`src/ftw_pkg.sv`:
```
// ---------------------------------------------------------------------------
// ftw_pkg
// Shared types and constants of the force/torque window filter with trip.
// ---------------------------------------------------------------------------
`default_nettype none

package ftw_pkg;

	localparam int AXES         = 6;
	localparam int SAMPLE_BITS  = 32;
	localparam int SUM_BITS     = 40;
	localparam int CNT_BITS     = 8;
	localparam int LIMIT_BITS   = 31;
	localparam int NEED_BITS    = 14;
	localparam int WLEN_BITS    = 7;
	localparam int CFG_IDX_BITS = 3;
	localparam int CFG_BITS     = 31;
	localparam int SQ_BITS      = 64;

	localparam logic [NEED_BITS-1:0] VIOL_MAX = {NEED_BITS{1'b1}};

	typedef logic signed [SAMPLE_BITS-1:0] sample_t;
	typedef sample_t [AXES-1:0] axes_t;

	typedef enum logic [CFG_IDX_BITS-1:0] {
		CFG_FORCE_LIMIT  = 3'd0,
		CFG_TORQUE_LIMIT = 3'd1,
		CFG_FORCE_ON     = 3'd2,
		CFG_TORQUE_ON    = 3'd3,
		CFG_VIOL_NEEDED  = 3'd4,
		CFG_WINDOW_LEN   = 3'd5,
		CFG_FILTER_MODE  = 3'd6
	} cfg_idx_t;

	typedef enum logic [2:0] {
		L_IDLE,
		L_AVG,
		L_MEAN,
		L_MDIV,
		L_MED,
		L_DONE
	} lane_state_t;

	typedef enum logic [1:0] {
		T_IDLE,
		T_LANES,
		T_MERGE,
		T_OUT
	} top_state_t;

	typedef struct packed {
		logic start;
		logic filter;
		logic median;
	} lane_cmd_t;

	function automatic logic [SAMPLE_BITS-1:0] abs_sample(input sample_t v);
		return v[SAMPLE_BITS-1] ? $unsigned(-v) : $unsigned(v);
	endfunction

endpackage

`default_nettype wire

```
`src/ftw_div.sv`:
```
// ---------------------------------------------------------------------------
// ftw_div
// Iterative signed divider, one quotient bit per cycle, truncates toward zero.
// ---------------------------------------------------------------------------
`default_nettype none

module ftw_div #(
	parameter int DW = 40,
	parameter int VW = 8
) (
	input  wire logic                 clk,
	input  wire logic                 arst_n,
	input  wire logic                 start,
	input  wire logic signed [DW-1:0] num,
	input  wire logic [VW-1:0]        den,
	output logic                      done,
	output logic signed [DW-1:0]      quo
);

	localparam int CW = $clog2(DW + 1);

	logic          busy_q;
	logic          done_q;
	logic [CW-1:0] cnt_q;
	logic [VW-1:0] rem_q;
	logic [DW-1:0] quo_q;
	logic [VW-1:0] den_q;
	logic          neg_q;

	logic [VW:0]   trial;
	logic [VW:0]   diff;
	logic          ge;

	always_comb begin
		trial = {rem_q, quo_q[DW-1]};
		diff  = trial - {1'b0, den_q};
		ge    = trial >= {1'b0, den_q};
	end

	always_ff @(posedge clk or negedge arst_n) begin
		if (!arst_n) begin
			busy_q <= 1'b0;
			done_q <= 1'b0;
			cnt_q  <= '0;
		end else begin
			done_q <= 1'b0;
			if (start) begin
				busy_q <= 1'b1;
				cnt_q  <= CW'(DW);
				quo_q  <= num[DW-1] ? $unsigned(-num) : $unsigned(num);
				rem_q  <= '0;
				neg_q  <= num[DW-1];
				den_q  <= den;
			end else if (busy_q) begin
				rem_q <= ge ? diff[VW-1:0] : trial[VW-1:0];
				quo_q <= {quo_q[DW-2:0], ge};
				cnt_q <= cnt_q - 1'b1;
				if (cnt_q == CW'(1)) begin
					busy_q <= 1'b0;
					done_q <= 1'b1;
				end
			end
		end
	end

	assign done = done_q;
	assign quo  = neg_q ? -$signed(quo_q) : $signed(quo_q);

endmodule

`default_nettype wire

```
`src/ftw_lane.sv`:
```
// ---------------------------------------------------------------------------
// ftw_lane
// One axis: step sum, step average, sample window and mean/median filter.
// ---------------------------------------------------------------------------
`default_nettype none

module ftw_lane #(
	parameter int WINDOW_MAX = 64,
	localparam int IW = (WINDOW_MAX > 1) ? $clog2(WINDOW_MAX) : 1,
	localparam int LW = $clog2(WINDOW_MAX + 1)
) (
	input  wire logic                          clk,
	input  wire logic                          arst_n,
	input  wire logic                          add,
	input  wire ftw_pkg::sample_t              sample,
	input  wire ftw_pkg::lane_cmd_t            cmd,
	input  wire logic [ftw_pkg::CNT_BITS-1:0]  cnt,
	input  wire logic [LW-1:0]                 len,
	input  wire logic [IW-1:0]                 slot,
	output logic                               done,
	output ftw_pkg::sample_t                   value
);

	localparam int SB    = ftw_pkg::SAMPLE_BITS;
	localparam int ACC_W = SB + LW;
	localparam int DW    = (ACC_W > ftw_pkg::SUM_BITS) ? ACC_W : ftw_pkg::SUM_BITS;
	localparam int VW    = (LW > ftw_pkg::CNT_BITS) ? LW : ftw_pkg::CNT_BITS;
	localparam logic signed [DW-1:0] SAT_HI = {{(DW-SB+1){1'b0}}, {(SB-1){1'b1}}};
	localparam logic signed [DW-1:0] SAT_LO = ~SAT_HI;

	ftw_pkg::lane_state_t state_q, state_d;

	logic [ftw_pkg::SUM_BITS-1:0] sum_q;
	ftw_pkg::sample_t             mem [WINDOW_MAX];
	ftw_pkg::sample_t             rd_q;
	ftw_pkg::sample_t             cand_q;
	ftw_pkg::sample_t             value_q;
	logic [IW-1:0]                scan_addr_q;
	logic [IW-1:0]                cand_addr_q;
	logic [LW-1:0]                scan_j_q;
	logic [LW-1:0]                cand_k_q;
	logic [LW-1:0]                rank_q;
	logic signed [ACC_W-1:0]      acc_q;
	logic                         rd_v_s1;
	logic [LW-1:0]                rd_j_s1;

	logic                         div_start;
	logic signed [DW-1:0]         div_num;
	logic [VW-1:0]                div_den;
	logic                         div_done;
	logic signed [DW-1:0]         div_quo;
	ftw_pkg::sample_t             sat;
	logic                         issue;
	logic                         scan_end;
	logic                         match;
	logic                         less;
	logic                         wr_en;

	function automatic logic [IW-1:0] dec_slot(input logic [IW-1:0] a);
		return (a == '0) ? IW'(WINDOW_MAX - 1) : a - 1'b1;
	endfunction

	ftw_div #(.DW(DW), .VW(VW)) u_div (
		.clk   (clk),
		.arst_n(arst_n),
		.start (div_start),
		.num   (div_num),
		.den   (div_den),
		.done  (div_done),
		.quo   (div_quo)
	);

	always_comb begin
		if (div_quo > SAT_HI)
			sat = {1'b0, {(SB-1){1'b1}}};
		else if (div_quo < SAT_LO)
			sat = {1'b1, {(SB-1){1'b0}}};
		else
			sat = div_quo[SB-1:0];
		less  = (rd_q < cand_q) || ((rd_q == cand_q) && (rd_j_s1 < cand_k_q));
		scan_end = (scan_j_q == len) && !rd_v_s1;
		match = rank_q == (len >> 1);
	end

	always_comb begin
		state_d   = state_q;
		div_start = 1'b0;
		div_num   = DW'($signed(sum_q));
		div_den   = VW'(cnt);
		wr_en     = 1'b0;
		issue     = 1'b0;
		case (state_q)
			ftw_pkg::L_IDLE: begin
				if (cmd.start) begin
					div_start = 1'b1;
					state_d   = ftw_pkg::L_AVG;
				end
			end
			ftw_pkg::L_AVG: begin
				if (div_done) begin
					wr_en = 1'b1;
					if (!cmd.filter)
						state_d = ftw_pkg::L_DONE;
					else if (cmd.median)
						state_d = ftw_pkg::L_MED;
					else
						state_d = ftw_pkg::L_MEAN;
				end
			end
			ftw_pkg::L_MEAN: begin
				issue = scan_j_q != len;
				if (scan_end) begin
					div_start = 1'b1;
					div_num   = DW'(acc_q);
					div_den   = VW'(len);
					state_d   = ftw_pkg::L_MDIV;
				end
			end
			ftw_pkg::L_MDIV: begin
				if (div_done)
					state_d = ftw_pkg::L_DONE;
			end
			ftw_pkg::L_MED: begin
				issue = scan_j_q != len;
				if (scan_end && match)
					state_d = ftw_pkg::L_DONE;
			end
			ftw_pkg::L_DONE: begin
				// held until the next step so that lanes finishing apart line up
				if (cmd.start) begin
					div_start = 1'b1;
					state_d   = ftw_pkg::L_AVG;
				end
			end
			default: begin
				state_d = ftw_pkg::L_IDLE;
			end
		endcase
	end

	// window memory: one write port, two registered read ports
	always_ff @(posedge clk) begin
		if (wr_en)
			mem[slot] <= sat;
		rd_q   <= mem[scan_addr_q];
		cand_q <= mem[cand_addr_q];
	end

	always_ff @(posedge clk or negedge arst_n) begin
		if (!arst_n) begin
			state_q     <= ftw_pkg::L_IDLE;
			sum_q       <= '0;
			scan_addr_q <= '0;
			cand_addr_q <= '0;
			scan_j_q    <= '0;
			cand_k_q    <= '0;
			rank_q      <= '0;
			rd_v_s1     <= 1'b0;
		end else begin
			state_q <= state_d;
			rd_v_s1 <= issue;
			if (add)
				sum_q <= sum_q + ftw_pkg::SUM_BITS'(sample);
			if (wr_en) begin
				sum_q       <= '0;
				scan_addr_q <= slot;
				cand_addr_q <= slot;
				scan_j_q    <= '0;
				cand_k_q    <= '0;
				rank_q      <= '0;
			end
			if (issue) begin
				scan_addr_q <= dec_slot(scan_addr_q);
				scan_j_q    <= scan_j_q + 1'b1;
			end
			if (rd_v_s1 && state_q == ftw_pkg::L_MED)
				rank_q <= rank_q + LW'(less);
			if (state_q == ftw_pkg::L_MED && scan_end && !match) begin
				cand_k_q    <= cand_k_q + 1'b1;
				cand_addr_q <= dec_slot(cand_addr_q);
				scan_addr_q <= slot;
				scan_j_q    <= '0;
				rank_q      <= '0;
			end
		end
	end

	always_ff @(posedge clk) begin
		rd_j_s1 <= scan_j_q;
		if (wr_en)
			acc_q <= '0;
		else if (rd_v_s1 && state_q == ftw_pkg::L_MEAN)
			acc_q <= acc_q + ACC_W'(rd_q);
		if (state_q == ftw_pkg::L_MDIV && div_done)
			value_q <= sat;
		else if (state_q == ftw_pkg::L_MED && scan_end && match)
			value_q <= cand_q;
	end

	assign done  = state_q == ftw_pkg::L_DONE;
	assign value = value_q;

endmodule

`default_nettype wire

```
`config.mk`:
```
export PLATFORM = sky130hd
export DESIGN_NAME = ftw_lane
export DESIGN_NICKNAME = d
export VERILOG_FILES = /design/src/ftw_pkg.sv /design/src/ftw_div.sv /design/src/ftw_lane.sv
export SDC_FILE = /design/constraint.sdc
export NUM_CORES = 2
export LEC_CHECK = 0
export BUFFER_PORTS_ARGS = -buffer_cell sky130_fd_sc_hd__buf_2
export CELL_PAD_IN_SITES_DETAIL_PLACEMENT = 0
export CELL_PAD_IN_SITES_GLOBAL_PLACEMENT = 1
export CORE_MARGIN = 2
export CORE_UTILIZATION = 56
export CTS_CLUSTER_SIZE = 40
export DETAILED_ROUTE_END_ITERATION = 16
export GPL_TIMING_DRIVEN = 1
export MAX_ROUTING_LAYER = met4
export PLACE_DENSITY_LB_ADDON = 0.1
export SKIP_LAST_GASP = 1
export SYNTH_ARGS = -nofsm -noshare
export SYNTH_HDL_FRONTEND = slang
export SYNTH_HIERARCHICAL = 1
export SYNTH_SLANG_ARGS = --single-unit
```
`constraint.sdc`:
```
create_clock -name clk -period 4.9 [get_ports clk]
set_input_delay 0 -clock clk [delete_from_list [all_inputs] [get_ports clk]]
set_output_delay 0 -clock clk [all_outputs]
set_load 0.1 [all_outputs]
```
---- Word level (Yosys, flattened, before mapping) ----
Memory sizes are Yosys's and may differ from the RTL's. A register that Yosys moved wholly into a read port is not among the register bits.
Cells that the tools add are included.
cells by class
  add/sub/neg operators ................... 11
  order comparisons ....................... 5
  eq/ne operators ......................... 15
  mux-type cells .......................... 52
  reduce and logical (&&, ||, !) cells .... 26
operator list
  cell                                                              number
  2-to-1 mux 40 bit                                                 8
  2-to-1 mux 32 bit                                                 4
  negator 40 bit                                                    2
  2-to-1 mux 6 bit                                                  8
  2-to-1 mux 7 bit                                                  6
  adder 40 bit                                                      1
  greater-than comparator 40 x 32 -> 1 bit (second input constant)  1
  < comparator 40 x 32 -> 1 bit (second input constant)             1
  adder 39 x 32 -> 39 bit                                           1
  equality test 32 bit                                              1
  < comparator 32 bit                                               1
  2-to-1 mux 8 bit                                                  4
  2-to-1 mux 3 bit                                                  7
  subtractor 6 x 1 -> 6 bit (second input constant)                 3
  one-hot mux 3 bit (5 select lines)                                1
  adder 7 x 1 -> 7 bit (second input constant)                      2
  2-to-1 mux 1 bit                                                  13
  zero test 6 bit                                                   2
  >= comparator 9 x 8 -> 1 bit                                      1
  logical AND 1 bit                                                 9
  nonzero test 2 bit                                                4
  subtractor 8 bit                                                  1
  adder 7 x 1 -> 7 bit                                              1
  equality test 7 x 6 -> 1 bit                                      1
  17 further kinds                                                  26
storage, ports and cells
  flip-flop bits (word level) ............. 220
  RAM bits ................................ 2048
  memories kept ........................... 1
memories
  memory  words  width  read ports  clocked after memory_dff  write ports  line            RTL
  mem     64     32     2           2                         1            ftw_lane.sv:34  ftw_pkg::sample_t mem [WINDOW_MAX];

---- Depth between registers and ports, before layout ----
  depth after elaboration ................. 7
  depth in mapped cells ................... 18
  depth with buffers taken out ............ 18

---- Hierarchy ----
The synthesis kept the hierarchy.
by module, submodules not included
  module    instances  cells each  area an instance (sq um)
  ftw_lane  1          5346        107295.4
  ftw_div   1          500         4775.8

---- Worst setup path before layout ----
No wires, ideal clock.
  path kind ............................... flip-flop to flip-flop
  start ................................... register state_q[0]
  end ..................................... register u_div.quo_q[0] (enable)
  setup time .............................. 0.442 ns
  data arrival time ....................... 4.059 ns
  data required time ...................... 4.458 ns
  slack ................................... 0.399 ns
  cell stages (with the launch flop) ...... 8
  cell sequence ........................... dfrtp_1 -> clkbuf_1 -> and3b_1 -> a22o_1 -> clkbuf_1 -> clkbuf_1 -> nor2_1 -> nor2b_1
on the way
  cells in the longest elaborated chain, start to end .. 5
  elaborated cells between the ends (all ways) .. 7
  classes of those cells .................. eq/ne (2); mux (1); reduce/logical (4)
ends and longest elaborated chain
  element                             line             RTL
  start: declaration                  ftw_lane.sv:31   ftw_pkg::lane_state_t state_q, state_d;
  start signal: assignment            ftw_lane.sv:151  state_q <= ftw_pkg::L_IDLE;
  start signal: assignment            ftw_lane.sv:160  state_q <= state_d;
  equality test 3 bit                 --
  via done                            ftw_lane.sv:20   output logic done,
  OR reduction 2 bit (no line)        --
  one-hot mux 1 bit (2 select lines)  ftw_lane.sv:92   case (state_q)
  via div_start                       ftw_lane.sv:47   logic div_start;
  nonzero test 2 bit (no line)        --
  AND reduction 2 bit (no line)       --
  end signal: assignment              ftw_div.sv:50    quo_q <= num[DW-1] ? $unsigned(-num) : $unsigned(num);
  end signal: assignment              ftw_div.sv:56    quo_q <= {quo_q[DW-2:0], ge};
  end: declaration                    ftw_div.sv:26    logic [DW-1:0] quo_q;
The timed path passes the listed nets, and every way through them passes these cells.
A chain may end at the register's enable or synchronous reset.

---- Final worst setup path ----
  start ................................... register scan_j_q[1]
  end ..................................... register u_div.quo_q[33] (data pin)
on the way
  cells in the longest elaborated chain, start to end .. 7
  elaborated cells between the ends (all ways) .. 9
  classes of those cells .................. add/sub (1); eq/ne (1); mux (6); reduce/logical (1)
ends and longest elaborated chain
  element                   line             RTL
  start: declaration        ftw_lane.sv:40   logic [LW-1:0] scan_j_q;
  start signal: assignment  ftw_lane.sv:174  scan_j_q <= scan_j_q + 1'b1;
  equality test 7 bit       ftw_lane.sv:81   scan_end = (scan_j_q == len) && !rd_v_s1;
  logical AND 1 bit         ftw_lane.sv:81
  2-to-1 mux 40 bit         ftw_lane.sv:112  if (scan_end) begin
  2-to-1 mux 40 bit         ftw_lane.sv:92
  via div_num[0]            ftw_lane.sv:48   logic signed [DW-1:0] div_num;
  negator 40 bit            ftw_div.sv:50
  2-to-1 mux 40 bit         ftw_div.sv:50
  2-to-1 mux 40 bit         ftw_div.sv:47    if (start) begin
The timed path passes the listed nets, and every way through them passes these cells.

==> flow_summary.toml <==
[drt]
firstDrtPassIters = 8
top_layer = "met4"
num_vias = 65900
vias_per_cell = 7.29
drt-total-wl_mm = 365
antenna_left = 0
route.met2.wl_mm = 173
m1WireLength_mm = 130
drt_iter0_markers = 9579
post-route-drc-count = 0
wl_per_cell_um = 40.4
wl_met3_mm = 41.0

[min_path]
min_path_type = "in2reg"

[cells_and_area]
multi_input_area_sq_mm = 0.0421
regArea_sq_mm = 0.0685
drive_gt1_share_pct = 36.0
postLayoutCoreUtil_pct = 63.8
fin_nets = 6373
area_growth_pct = 13.4
fillCellCount = 13600
final_cells = 9050

[timing]
max-slew-margin-rel_pct = 7.61
setup_tns_ns = 0
skew_ns = 0.0671
tightest_slew_ns = 1.38
setup_ws_ns = 0.390
maxClockFrequency_mhz = 222
whs_ns = 0.0798
fin_crit_ns = 4.51
rsz0062_at_grt = "false"
maxSlewViolCount = 0
setup_viol = 0
report.final.hold_viol_count = 0
timing.final.crit_share_pct = 92.0

[global_routing]
grt_start_max_net_pins = 103
antenna_found_initial = 17
grt_pass1_wl_mm = 509
grt_pass1_vias = 64600
grt_overflow = 0
track_usage_pct = 37.4

[placed_design]
hpwl_mm = 216
place_ws_ns = 0.501
io_buffer_count = 91
gp_congestion = 0.937
dp.cells = 8485

[synthesis]
syn_area_sq_mm = 0.112
postSynthCellCount = 5846
async_reset_ff_share_pct = 3.64
synth_area_leaders = "edfxtp_1 57%, mux4_2 27%, dfxtp_1 2.0%, dfrtp_1 1.9%, ha_1 1.5%"
synth_edf_count = 2137
synth.most_common_cell = "edfxtp_1"
avgSynthCellArea_sq_um = 19.2
synth_common_cells = "2137 x edfxtp_1, 1327 x mux4_2, 232 x nor2_1, 225 x clkbuf_1, 172 x nand2_1"
synth_top_area_share_pct = 57.3
ys_ff_latch = 2332
synth_warnings = 6
synth_nets = 6044
synth_top_area_cell = "edfxtp_1"
yosysUniqueCellTypes = 86
synth_ff_type = "edfxtp_1"
yosysSeqAreaShare_pct = 61.1

[cts]
path_clk_slew_ns = 0.06
clock_sinks = 2332
cts_setup_buffers = 0
cts_max_path_buffers = 3
cts_resized = 0
cts_tree = "yes"
clockRootBuffer = "clkbuf_16"
cts_buffers = 238
clk-insertion-delay-late_ns = 0.92
ctsHoldBuffers = 106
h-tree-depth = 4

[setup_path]
worstSetupStartpointType = "register"
worstPathMaxFanout = 24
end_kind = "register"
criticalPathCategory = "reg2reg"
crit_required_ns = 5.49
crit_arrival_ns = 5.10

[floorplanning]
die_h_um = 451
rows = 164
boundaryPins = 92
fp.dieW_um = 451
die_area_sq_mm = 0.204
core_area_sq_mm = 0.199
start_util_pct = 56.2

[power]
max-vdd-ir-drop_mv = 0.396
leakage_nw = 41.9
power_density_mw_per_mm2 = 534

[job]
cap_violations = 0

[status]
status = "finished, final reports clean"
[per-layer routing]
layer	global-route usage [%]	vias up
met4	18.0	0
met3	7.85	962
met5	-	-
met2	56.4	4397
met1	49.3	35000
li1	-	25600
[path summary, 6_finish.rpt]
path | from | endpoint | slack, ns | depth (start not counted)
setup / recovery | scan_j_q[1]$_DFFE_PN0P_ | u_div/quo_q[33]$_DFFE_PP_ | 0.39 | 15
hold reg to reg | scan_j_q[6]$_DFFE_PN0P_ | rd_j_s1[6]$_DFF_P_ | 0.45 | 0
hold / removal | len[2] | u_div/den_q[2]$_DFFE_PP_ | 0.08 | 3
setup reg to reg | scan_j_q[1]$_DFFE_PN0P_ | u_div/quo_q[33]$_DFFE_PP_ | 0.39 | 15
min in group asynchronous | arst_n | sum_q[2]$_DFFE_PN0P_ | 0.30 | 3
max in group asynchronous | arst_n | cand_addr_q[2]$_DFFE_PN0P_ | 3.38 | 4
[power by group]
| part | leakage (nW) | internal (mW) | switching, mW |
|---|---|---|---|
| Sequential | 21.0 | 24.0 | 1.76 |
| Combinational | 17.0 | 11.7 | 12.0 |
| Clock | 3.86 | 10.4 | 7.99 |
[layout make-up]
cell class / instances / share of cell area (%)
Antenna cell: 11 / 0.0217
Clock buffer: 322 / 5.21
Clock inverter: 126 / 1.02
Inverter: 89 / 0.263
Multi-Input combinational cell: 3022 / 33.1
Sequential cell: 2332 / 53.9
Tap cell: 2656 / 2.61
Timing Repair Buffer: 492 / 3.79
[cell families (layout without fill, tap and decap cells)]
| kind of cell | Yosys count | in the layout | synth area share (%) |
|---|---|---|---|
| buf+inv | 492 | 1029 | 1.82 |
| fa+ha+maj | 139 | 139 | 1.57 |
| other cells | 0 | 11 | 0 |
| xor+xnor | 169 | 169 | 1.32 |
| compound gates | 580 | 580 | 3.31 |
| simple gates | 670 | 670 | 2.87 |
| mux | 1464 | 1464 | 28.0 |
| flops | 2332 | 2332 | 61.1 |
[per-stage QoR]
stage                     cell area (sq um)  power (mW)
final                                127000        67.9
after global routing                 127000        70.3
after CTS                            127000        67.9
after detailed placement             118000        49.3
after global placement               118000        49.2
after floorplan                      112000        42.1
[cells in the final DEF, fill, tap and decap left out, types with 12 or more instances in the layout]
master            n
o31ai_1          26
clkinv_2         41
inv_1            88
mux2_2           90
dfrtp_1          73
or3_1            13
clkbuf_8         29
dfrtp_4          12
or4_1            12
mux4_2         1327
edfxtp_1       2137
nand3_1          61
clkinv_1         40
a21o_1           84
nand2b_1         21
a21o_2           14
clkbuf_1         52
nor2b_1          22
a21oi_1         164
nand2_1         171
a31oi_1          17
dlygate4sd3_1   106
mux2i_1          47
nor2_1          167
ha_1            136
bufinv_16        16
buf_2            90
clkbuf_16       241
nor3_1           25
xnor2_1          91
a211oi_1         24
nor2_4           64
buf_4           209
buf_12           87
xor2_1           77
o21ai_0         132
nand4_1          35
dfxtp_1         110
[flip-flops by register name, summed over array words and instances (netlist names)]
register      cells
value            32
rd_j_s1           7
cand_k_q          7
mem            2048
state_q           3
acc_q            39
scan_j_q          7
rd_v_s1           1
u_div/rem_q       8
u_div/quo_q      40
u_div/den_q       8
u_div/cnt_q       6
u_div/done        1
sum_q            40
rank_q            7
u_div/busy_q      1
cand_q           32
cand_addr_q       6
rd_q             32
u_div/neg_q       1
scan_addr_q       6
[worst max-delay path: stages, from the launching register on]
cell and delay, ns:
dfrtp_1 0.45, xnor2_1 0.16, nand4_1 0.12, nor4_1 0.36, nor2b_1 0.22, inv_1 0.08
nor3_2 0.28, buf_12 0.22, mux2_2 0.38, or4_1 0.56, nor4_2 0.26, buf_4 0.20
nand2_1 0.19, o41ai_2 0.40, xor2_1 0.21, a21oi_1 0.09
No activity file was read; power rests on OpenSTA's default activity.
